File: src/rtl/pixel_blend_unit_macros.svh
// assertion macros for the pixel blend unit
`ifndef PIXEL_BLEND_UNIT_MACROS_SVH
`define PIXEL_BLEND_UNIT_MACROS_SVH

`ifndef SYNTHESIS
// same-cycle implication on clk, off during reset
`define PBU_ASSERT_IMP(lbl, ante, cons) \
	lbl: assert property (@(posedge clk) disable iff (!arst_n) (ante) |-> (cons)) \
		else $error("pixel blend unit assertion failed");
// next-cycle implication on clk, off during reset
`define PBU_ASSERT_NXT(lbl, ante, cons) \
	lbl: assert property (@(posedge clk) disable iff (!arst_n) (ante) |=> (cons)) \
		else $error("pixel blend unit assertion failed");
`else
`define PBU_ASSERT_IMP(lbl, ante, cons)
`define PBU_ASSERT_NXT(lbl, ante, cons)
`endif

`endif

File: src/rtl/pbu_pkg.sv
package pbu_pkg;

	typedef enum logic [1:0] {
		MODE_COPY  = 2'd0,
		MODE_BLEND = 2'd1,
		MODE_ADD   = 2'd2,
		MODE_SUB   = 2'd3
	} blend_mode_t;

	localparam logic REG_BLEND_MODE   = 1'b0;
	localparam logic REG_GLOBAL_ALPHA = 1'b1;

	localparam logic [7:0]  CHAN_MAX    = 8'hFF;
	localparam logic [7:0]  GA_RESET    = 8'hFF;
	localparam logic [15:0] FULL_WEIGHT = 16'd65025;
	// ceil(2^40 / 65025); exact floor division for dividends below 2^40 / 63749
	localparam logic [24:0] RECIP_M     = 25'd16909061;

	typedef struct packed {
		blend_mode_t mode;
		logic [7:0]  global_alpha;
	} cfg_t;

	typedef struct packed {
		logic ld_s2;
		logic ld_s3;
		logic ld_s4;
	} lane_ctl_t;

endpackage

File: src/rtl/pbu_cfg_regs.sv
module pbu_cfg_regs (
	input  logic         clk,
	input  logic         arst_n,
	input  logic         cfg_we,
	input  logic         cfg_index,
	input  logic [7:0]   cfg_data,
	output pbu_pkg::cfg_t cfg
);
	import pbu_pkg::*;

	cfg_t cfg_q;

	always_ff @(posedge clk or negedge arst_n) begin
		if (!arst_n) begin
			cfg_q.mode         <= MODE_COPY;
			cfg_q.global_alpha <= GA_RESET;
		end else if (cfg_we) begin
			case (cfg_index)
				REG_BLEND_MODE:   cfg_q.mode <= blend_mode_t'(cfg_data[1:0]);
				REG_GLOBAL_ALPHA: cfg_q.global_alpha <= cfg_data;
				default:          cfg_q <= cfg_q;
			endcase
		end
	end

	assign cfg = cfg_q;

endmodule

File: src/rtl/pbu_chan_lane.sv
module pbu_chan_lane (
	input  logic              clk,
	input  pbu_pkg::lane_ctl_t ctl,
	input  logic [15:0]       w_s1,
	input  logic [7:0]        src_s1,
	input  logic [7:0]        dst_s1,
	input  logic              blend_s1,
	output logic [7:0]        q_s4
);
	import pbu_pkg::*;

	logic [23:0] ps_s2;
	logic [23:0] pd_s2;
	logic        blend_s2;
	logic [23:0] x_s3;
	logic [24:0] sum;
	logic [48:0] prod;

	// weighted source and weighted destination
	always_ff @(posedge clk) begin
		if (ctl.ld_s2) begin
			ps_s2    <= 24'(w_s1) * 24'(src_s1);
			pd_s2    <= 24'(FULL_WEIGHT - w_s1) * 24'(dst_s1);
			blend_s2 <= blend_s1;
		end
	end

	// dividend stays below 65025 * 256
	assign sum = {1'b0, ps_s2} + (blend_s2 ? {1'b0, pd_s2} : 25'd0);

	always_ff @(posedge clk) begin
		if (ctl.ld_s3)
			x_s3 <= sum[23:0];
	end

	// floor(x / 65025) by reciprocal multiply
	assign prod = 49'(x_s3) * 49'(RECIP_M);

	always_ff @(posedge clk) begin
		if (ctl.ld_s4)
			q_s4 <= prod[47:40];
	end

endmodule

File: src/rtl/pixel_blend_unit.sv
// pixel_blend_unit: ARGB8888 copy / alpha blend / add / subtract
// an accepted word passes stages s1 to s5 in order; out_valid is the s5 valid bit
// throughput: one word per cycle while out_stall is low, through the five-stage pipeline
// a stage loads when it is empty or the stage after it moves on
// reset clears all valid bits, blend_mode to copy and global_alpha to 255
`include "pixel_blend_unit_macros.svh"

module pixel_blend_unit (
	input  logic        clk,
	input  logic        arst_n,
	input  logic        cfg_we,
	input  logic        cfg_index,
	input  logic [7:0]  cfg_data,
	input  logic        in_valid,
	output logic        in_stall,
	input  logic [31:0] src_pixel,
	input  logic [31:0] dst_pixel,
	output logic        out_valid,
	input  logic        out_stall,
	output logic [31:0] out_pixel,
	output logic        write_enable
);
	import pbu_pkg::*;

	cfg_t        cfg;
	lane_ctl_t   ctl;

	logic        valid_s1, valid_s2, valid_s3, valid_s4, valid_s5;
	logic        ready_s1, ready_s2, ready_s3, ready_s4, ready_s5;
	logic [31:0] src_s1, src_s2, src_s3, src_s4;
	logic [31:0] dst_s1, dst_s2, dst_s3, dst_s4;
	blend_mode_t mode_s1, mode_s2, mode_s3, mode_s4;
	logic        gaz_s1, gaz_s2, gaz_s3, gaz_s4;
	logic [15:0] w_s1;
	logic [7:0]  q_s4 [3];
	logic [7:0]  res_chan [3];
	logic [31:0] pix_s5;
	logic        we_s5;
	logic [31:0] pix_next;
	logic        we_next;

	pbu_cfg_regs u_cfg (
		.clk       (clk),
		.arst_n    (arst_n),
		.cfg_we    (cfg_we),
		.cfg_index (cfg_index),
		.cfg_data  (cfg_data),
		.cfg       (cfg)
	);

	// bubble-collapsing load enables
	assign ready_s5 = !valid_s5 || !out_stall;
	assign ready_s4 = !valid_s4 || ready_s5;
	assign ready_s3 = !valid_s3 || ready_s4;
	assign ready_s2 = !valid_s2 || ready_s3;
	assign ready_s1 = !valid_s1 || ready_s2;
	assign in_stall = !ready_s1;

	assign ctl.ld_s2 = ready_s2;
	assign ctl.ld_s3 = ready_s3;
	assign ctl.ld_s4 = ready_s4;

	always_ff @(posedge clk or negedge arst_n) begin
		if (!arst_n) begin
			valid_s1 <= 1'b0;
			valid_s2 <= 1'b0;
			valid_s3 <= 1'b0;
			valid_s4 <= 1'b0;
			valid_s5 <= 1'b0;
		end else begin
			if (ready_s1) valid_s1 <= in_valid;
			if (ready_s2) valid_s2 <= valid_s1;
			if (ready_s3) valid_s3 <= valid_s2;
			if (ready_s4) valid_s4 <= valid_s3;
			if (ready_s5) valid_s5 <= valid_s4;
		end
	end

	// stage 1: source weight global_alpha * src_alpha
	always_ff @(posedge clk) begin
		if (ready_s1) begin
			src_s1  <= src_pixel;
			dst_s1  <= dst_pixel;
			mode_s1 <= cfg.mode;
			gaz_s1  <= (cfg.global_alpha == 8'd0);
			w_s1    <= 16'(cfg.global_alpha) * 16'(src_pixel[31:24]);
		end
	end

	always_ff @(posedge clk) begin
		if (ready_s2) begin
			src_s2  <= src_s1;
			dst_s2  <= dst_s1;
			mode_s2 <= mode_s1;
			gaz_s2  <= gaz_s1;
		end
		if (ready_s3) begin
			src_s3  <= src_s2;
			dst_s3  <= dst_s2;
			mode_s3 <= mode_s2;
			gaz_s3  <= gaz_s2;
		end
		if (ready_s4) begin
			src_s4  <= src_s3;
			dst_s4  <= dst_s3;
			mode_s4 <= mode_s3;
			gaz_s4  <= gaz_s3;
		end
	end

	for (genvar i = 0; i < 3; i++) begin : g_lane
		logic [8:0] add_sum;

		pbu_chan_lane u_lane (
			.clk      (clk),
			.ctl      (ctl),
			.w_s1     (w_s1),
			.src_s1   (src_s1[8*i +: 8]),
			.dst_s1   (dst_s1[8*i +: 8]),
			.blend_s1 (mode_s1 == MODE_BLEND),
			.q_s4     (q_s4[i])
		);

		assign add_sum = {1'b0, q_s4[i]} + {1'b0, dst_s4[8*i +: 8]};

		always_comb begin
			case (mode_s4)
				MODE_ADD: res_chan[i] = add_sum[8] ? CHAN_MAX : add_sum[7:0];
				MODE_SUB: res_chan[i] = (q_s4[i] > dst_s4[8*i +: 8]) ? 8'd0
					: dst_s4[8*i +: 8] - q_s4[i];
				default:  res_chan[i] = q_s4[i];
			endcase
		end
	end

	always_comb begin
		if (mode_s4 == MODE_COPY) begin
			pix_next = src_s4;
			we_next  = 1'b1;
		end else if (gaz_s4) begin
			pix_next = dst_s4;
			we_next  = 1'b0;
		end else begin
			pix_next = {CHAN_MAX, res_chan[2], res_chan[1], res_chan[0]};
			we_next  = 1'b1;
		end
	end

	// output word register
	always_ff @(posedge clk) begin
		if (ready_s5) begin
			pix_s5 <= pix_next;
			we_s5  <= we_next;
		end
	end

	assign out_valid    = valid_s5;
	assign out_pixel    = pix_s5;
	assign write_enable = we_s5;

	`PBU_ASSERT_IMP(a_stall_only_when_full, in_stall, valid_s1)
	`PBU_ASSERT_NXT(a_s1_holds, valid_s1 && !ready_s2, valid_s1 && $stable(src_s1))
	`PBU_ASSERT_IMP(a_stall_needs_full_pipe, !ready_s1,
		valid_s2 && valid_s3 && valid_s4 && valid_s5 && out_stall)

endmodule

File: config.mk
export PLATFORM = sky130hd
export DESIGN_NAME = pixel_blend_unit
export DESIGN_NICKNAME = d
export VERILOG_FILES = /design/src/rtl/pbu_pkg.sv /design/src/rtl/pbu_cfg_regs.sv /design/src/rtl/pbu_chan_lane.sv /design/src/rtl/pixel_blend_unit.sv
export VERILOG_INCLUDE_DIRS = /design/src /design/src/rtl
export SDC_FILE = /design/constraint.sdc
export NUM_CORES = 2
export LEC_CHECK = 0
export ABC_AREA = 1
export BUFFER_PORTS_ARGS = -buffer_cell sky130_fd_sc_hd__buf_4
export CORE_ASPECT_RATIO = 0.5
export CORE_MARGIN = 10
export CORE_UTILIZATION = 35
export DETAILED_ROUTE_END_ITERATION = 8
export MAX_ROUTING_LAYER = met4
export SLEW_MARGIN = 30
export SYNTH_ARGS = -nofsm -noshare
export SYNTH_HDL_FRONTEND = slang
export SYNTH_SLANG_ARGS = --single-unit
File: constraint.sdc
create_clock -name clk -period 22.4 [get_ports clk]
set_clock_uncertainty 0.15 [all_clocks]
set_input_delay 1.12 -clock clk [delete_from_list [all_inputs] [get_ports clk]]
set_output_delay 1.12 -clock clk [all_outputs]
set_load 0.02 [all_outputs]
* Word level (Yosys, flattened, before mapping)
Index checks and enable logic that the tools add are counted.
** Cells by class
- Add/subtract/negate cells :: 10
- $mul :: 10
- Div/mod/pow operators :: 0
- $lt $le $gt $ge :: 3
- Equal/unequal tests :: 3
- Shift-type cells :: 0
- Multiplexer cells :: 15
- Bitwise operators :: 1
- Reductions and logical operators :: 16
** Operators by type and width (number)
- $mul 24x25->48 const B :: 3
- $add 24x24->24 :: 3
- $mul 16x8->24 :: 3
- $mul 24x8->24 :: 3
- $mux 24 :: 3
- $mux 32 :: 2
- $mux 8 :: 6
- $pmux 8 s2 :: 3
- $add 8x8->9 :: 3
- $gt 8x8->1 :: 3
- $sub 8x8->8 :: 3
- $sub 16x16->17 const A :: 1
- $mul 8x8->16 :: 1
- $logic_not 8->1 :: 1
- $logic_not 1->1 :: 7
- $logic_or 1x1->1 :: 5
- $eq 2x2->1 const B :: 2
- $reduce_and 2->1 :: 2
- $eq 2x1->1 const B :: 1
- $logic_not 2->1 :: 1
- $mux 1 :: 1
- $not 1->1 :: 1
** Word-level totals
- Register bits :: 573
- Bits in latches :: 0
- RAM bits :: 0
- Memory bits (read-only) :: 0
- Input bits :: 78
- Word-level logic and storage cells :: 97
- Memories :: 0

* Longest topological paths before layout
- Depth in word-level cells :: 7
- Mapped depth :: 31
- Gate-level depth less buffers :: 30

* Modules after synthesis
From an unflattened synthesis, not the netlist that was laid out.
** Second synthesis, totals
- Cells, all modules :: 9266
- Area, all modules :: 76020.4 µm²
** Modules (own cells, without submodules)
- pbu_chan_lane at g_lane[0].u_lane :: times used 1, cells an instance 2638, area an instance 20115.5 µm²
- pbu_chan_lane at g_lane[1].u_lane :: times used 1, cells an instance 2605, area an instance 19956.6 µm²
- pbu_chan_lane at g_lane[2].u_lane :: times used 1, cells an instance 2605, area an instance 19806.5 µm²
- pixel_blend_unit :: times used 1, cells an instance 1373, area an instance 15723.8 µm²
- pbu_cfg_regs :: times used 1, cells an instance 45, area an instance 417.9 µm²

* Least setup slack after synthesis
No wires, ideal clock.
- Kind :: input to register
- Start :: input port out_stall
- End :: register dst_s1[0] (enable)
- Setup time :: 0.435 ns
- Arrival time :: 13.837 ns
- Slack :: 7.979 ns
- Stages on the path :: 9
- Path buffers :: 0
- Cells stage by stage :: nand2_1 -> nor2_1 -> inv_1 -> nor2_1 -> inv_1 -> nor2_1 -> inv_1 -> nor2_1 -> inv_1
** Between the ends
- Word-level cells in the longest chain between the ends :: 6
** Ends and longest elaborated chain
- from (decl) :: line pixel_blend_unit.sv:19 : input logic out_stall,
- $logic_not 1->1 :: line pixel_blend_unit.sv:52 : assign ready_s5 = !valid_s5 || !out_stall;
- $logic_or 1x1->1 :: line pixel_blend_unit.sv:52
- $logic_or 1x1->1 :: line pixel_blend_unit.sv:53 : assign ready_s4 = !valid_s4 || ready_s5;
- via ready_s4 :: line pixel_blend_unit.sv:29 : logic ready_s1, ready_s2, ready_s3, ready_s4, ready_s5;
- $logic_or 1x1->1 :: line pixel_blend_unit.sv:54 : assign ready_s3 = !valid_s3 || ready_s4;
- via ready_s3 :: line pixel_blend_unit.sv:29
- $logic_or 1x1->1 :: line pixel_blend_unit.sv:55 : assign ready_s2 = !valid_s2 || ready_s3;
- via ready_s2 :: line pixel_blend_unit.sv:29
- $logic_or 1x1->1 :: line pixel_blend_unit.sv:56 : assign ready_s1 = !valid_s1 || ready_s2;
- to (signal assigned) :: line pixel_blend_unit.sv:83 : dst_s1 <= dst_pixel;
- to (decl) :: line pixel_blend_unit.sv:31 : logic [31:0] dst_s1, dst_s2, dst_s3, dst_s4;
The timed path passes the listed nets, and every way through them passes these cells.
A chain may end at the register's enable or synchronous reset.

* Worst setup path in the final report
- Start :: register w_s1[1]
- End :: register g_lane[2].u_lane.pd_s2[16] (data pin)
** Between the ends
- Word-level cells in the longest chain between the ends :: 2
** Ends and longest elaborated chain
- from (decl) :: line pixel_blend_unit.sv:34 : logic [15:0] w_s1;
- from (signal assigned) :: line pixel_blend_unit.sv:86 : w_s1 <= 16'(cfg.global_alpha) * 16'(src_pixel[31:24]);
- $sub 16x16->17 :: line pbu_chan_lane.sv:23 : pd_s2 <= 24'(FULL_WEIGHT - w_s1) * 24'(dst_s1);
- $mul 24x8->24 :: line pbu_chan_lane.sv:23
- to (signal assigned) :: line pbu_chan_lane.sv:23
- to (decl) :: line pbu_chan_lane.sv:13 : logic [23:0] pd_s2;
Every way passes these cells.

==> metrics.log <==
INFO  metric drc = 0
INFO  metric hold_viol_final = 0
INFO  metric timing.hold.worst.class = in2async
INFO  metric r2r_setup_slack = between 15 and 20 ns
INFO  metric critical_path.top_delay_family = adder cells
INFO  metric initial_core_util = between 30% and 40%
INFO  metric rows = between 100 and 150
INFO  metric clock_sink_count = 573
INFO  metric die_outline_height = roughly 340 um
INFO  metric worstPathCellList = buf_4 -> inv_1 -> ha_2 -> nand2_2 -> nor2_2 -> nand2_2 -> o21ai_0 -> nand2_1 -> clkinv_1 -> nand2_1 -> fa_1 -> fa_1 -> fa_1 -> fa_1 -> inv_1 -> ha_1 -> a21oi_1 -> a21boi_0 -> nand3_1 -> nand2_1 -> nand2_1 -> xor2_1
INFO  metric grtUsageMet2 = 29.1%
INFO  metric grt.met1_usage = 24.4%
INFO  metric period_minus_ws_final = roughly 6.7 ns
INFO  metric dieArea = between 200000 and 250000 sq um
INFO  metric post_synth_num_cell_types = 50
INFO  metric cts_root_buf = sky130_fd_sc_hd__clkbuf_16
INFO  metric rsz0062_at_grt = false
INFO  metric multi_input_area = about 48000 sq um
INFO  metric synth_seq_area_share = a little under a quarter
INFO  metric timing.final.setup_violations = 0
INFO  metric nFillCells = ~21k
INFO  metric arrival_time_of_data_at_the_critical_path_endpoint = approximately 6.9 ns
INFO  metric grt_max_degree = 97
INFO  metric overflow = 0
INFO  metric kind_of_start_point_of_the_critical_path = flip-flop
INFO  metric globalRouteMet3Util = under 10%
INFO  metric io_buffer_count = 112
INFO  metric drt_pre_antenna_iters = 8
INFO  metric place.gp.congestion = 0.951
INFO  metric postSynth.topFlopCell = sky130_fd_sc_hd__edfxtp_1
INFO  metric floorplan.core_area = 207000 sq um
INFO  metric grt_antenna_before_repair = 10
INFO  metric clock_path_buffers = 3
INFO  metric ant_nets = 0
INFO  metric grt_busiest_layer = met2
INFO  metric avgRoutedWirePerCell = 17.4 um
INFO  metric outcome = completed
INFO  metric yosys.area.top_type_share = 23.1%
INFO  metric cts_inserted_buffers = 66
INFO  metric routed_via_density = about 4.8
INFO  metric worstPathRequired = between 20 and 25 ns
INFO  metric path_buf_inv = 4
INFO  metric final_min_period_over_clock_period = between 20 and 30%
INFO  metric synthArstFlopShare = 2.62%
INFO  metric clock_transition_at_the_register_clock_pins_on_the_worst_setup_and_hold_paths_after_cts = ~0.060 ns
INFO  metric postRouteWirelength = between 200000 and 250000 um
INFO  metric worst_pin_slew = 1.03 ns
INFO  metric post_route_cells_drive_above_1_share = 3.84%
INFO  metric synth_top_cell_by_area = sky130_fd_sc_hd__edfxtp_1
INFO  metric post-cts-setup-buffer-count = 0
INFO  metric fmax = around 150 MHz
INFO  metric critPathSlowestCell = sky130_fd_sc_hd__buf_4
INFO  metric number_of_gates_given_a_new_drive_strength_after_cts = 0
INFO  metric synthesis.nets = around 11k
INFO  metric critPathKind = reg2reg
INFO  metric drt_iter0_drc = around 3.8k
INFO  metric timing.critical_path.to_type = flip-flop
INFO  metric die_width = 665 um
INFO  metric synth_area_leaders = sky130_fd_sc_hd__edfxtp_1, sky130_fd_sc_hd__fa_1, sky130_fd_sc_hd__ha_1, sky130_fd_sc_hd__nand2_1, sky130_fd_sc_hd__inv_1
INFO  metric boundaryPins = between 100 and 150
INFO  metric nets = around 11k
INFO  metric mostFrequentLayoutCells = sky130_fd_sc_hd__nand2_1, sky130_fd_sc_hd__inv_1, sky130_fd_sc_hd__ha_1, sky130_fd_sc_hd__fa_1, sky130_fd_sc_hd__nor2_1
INFO  metric clk_latency = roughly 0.67 ns
INFO  metric via_count = about 56k
INFO  metric groute.usage.overall = 18.0%
INFO  metric hold_buf_count_cts = 0
INFO  metric area.sequential = about 17000 sq um
INFO  metric synthCells = approximately 8.6k
INFO  metric post_synth_edffs = about 560
INFO  metric synth_area_per_cell = ~8.4 sq um
INFO  metric hpwlAfterDp = 161000 um
INFO  metric ctsHtreeMaxLevel = 3
INFO  metric finalSetupTns = 0 ns
INFO  metric post_synth_instance_area = between 70000 and 80000 sq um
INFO  metric tritoncts = done
INFO  metric area_growth = 8.39%
INFO  metric regToRegStartpoint = w_s1[1]
INFO  metric cap_violations = 0
INFO  metric report.final.slew_viol_count = 0
INFO  metric ff2ff_path_depth = 22
INFO  metric crit_path_max_fanout = a little under 50
INFO  metric critPathMaxStageDelay = 0.57 ns
INFO  metric final_core_utilization = a little under two fifths
INFO  metric worstReg2RegEnd = g_lane[2].u_lane.pd_s2[16]
INFO  metric ys_ff_latch = about 570
INFO  metric ys.warnings.count = 0
INFO  metric worst_slew_margin_rel = between 30% and 40%
INFO  metric grt_first_pass_wirelength = 317000 um
INFO  metric first_global_vias = about 56k
INFO  metric layout.cells.most_common = sky130_fd_sc_hd__nand2_1
per-stage QoR:
step	setup WS [ns]	hold slack, ns	instance area, sq um	cells
2_1_floorplan	7.98	0.250	72700	8633
3_3_place_gp	15.85	0.250	76500	11300
3_5_place_dp	15.78	0.255	76500	11300
4_1_cts	15.74	0.104	78800	11500
5_1_grt	15.31	0.115	78800	11500
6_report	15.75	0.152	78800	11500
synth_stat cells, drive strengths merged, types with 8 or more instances:
cell,count
a21boi,17
o21bai,40
clkbuf,158
xor2,126
inv,1856
nand3b,11
nor4,11
or2,10
a31oi,16
nand3,311
and2,9
o21a,12
nor3,59
a21o,25
edfxtp,558
a21oi,387
nand2b,13
nor2,724
dfstp,8
xnor2,58
nand2,1991
o211ai,12
buf,41
fa,792
nand4,115
o22a,8
o21ai,197
clkinv,10
ha,1033
how the worst max path moves through the flow:
stage | startpoint | endpoint | slack (ns) | cells past startpoint
3_5_place_dp | w_s1[1] | g_lane[2].u_lane.pd_s2[16] | 15.78 | 22
4_1_cts | w_s1[1] | g_lane[2].u_lane.pd_s2[16] | 15.74 | 22
5_1_grt | w_s1[1] | g_lane[2].u_lane.pd_s2[16] | 15.31 | 22
2_1_floorplan | out_stall | dst_s1[0] | 7.98 | 9
6_report | w_s1[1] | g_lane[2].u_lane.pd_s2[16] | 15.75 | 22
3_3_place_gp | w_s1[1] | g_lane[2].u_lane.pd_s2[16] | 15.85 | 22
cell type report:
type,instances,share of cell area [%]
diodes,5,0.0159
clock inverters,37,0.586
well taps,2760,4.38
multi-input cells,5995,60.6
repair buffers,152,1.45
flip-flops and latches,573,21.8
clock buffers,81,2.30
inverters,1866,8.92
layer usage:
layer / wire length, um / vias up
li1: - / 27000
met1: 93300 / 27000
met2: 91600 / 1377
met3: 11200 / 226
met4: 4030 / 0
met5: 0 / -
state kept, by name, indices dropped and copies added (netlist names), 16 cells and up:
name,cells
dst_s1,32
dst_s2,32
dst_s3,32
dst_s4,32
g_lane.u_lane.pd_s2,72
g_lane.u_lane.ps_s2,72
g_lane.u_lane.q_s4,24
g_lane.u_lane.x_s3,72
out_pixel,32
src_s1,32
src_s2,32
src_s3,32
src_s4,32
w_s1,16
cell families (layout without fill, tap and decap cells):
| logic type | count (synthesis) | after routing | share of synthesized area (%) |
|---|---|---|---|
| multiplexers | 6 | 6 | 0.0929 |
| flip-flops | 573 | 573 | 23.6 |
| adder cells (fa/ha/maj) | 1825 | 1825 | 39.6 |
| AND/OR/NAND/NOR | 3262 | 3262 | 18.3 |
| AO/OA/AOI/OAI | 718 | 718 | 5.43 |
| other | 0 | 5 | 0 |
| buffers and inverters | 2065 | 2136 | 10.8 |
| XOR/XNOR | 184 | 184 | 2.22 |
Power is not shown: default switching activity piles up to over one toggle a cycle in this logic, so the estimate is an artifact.
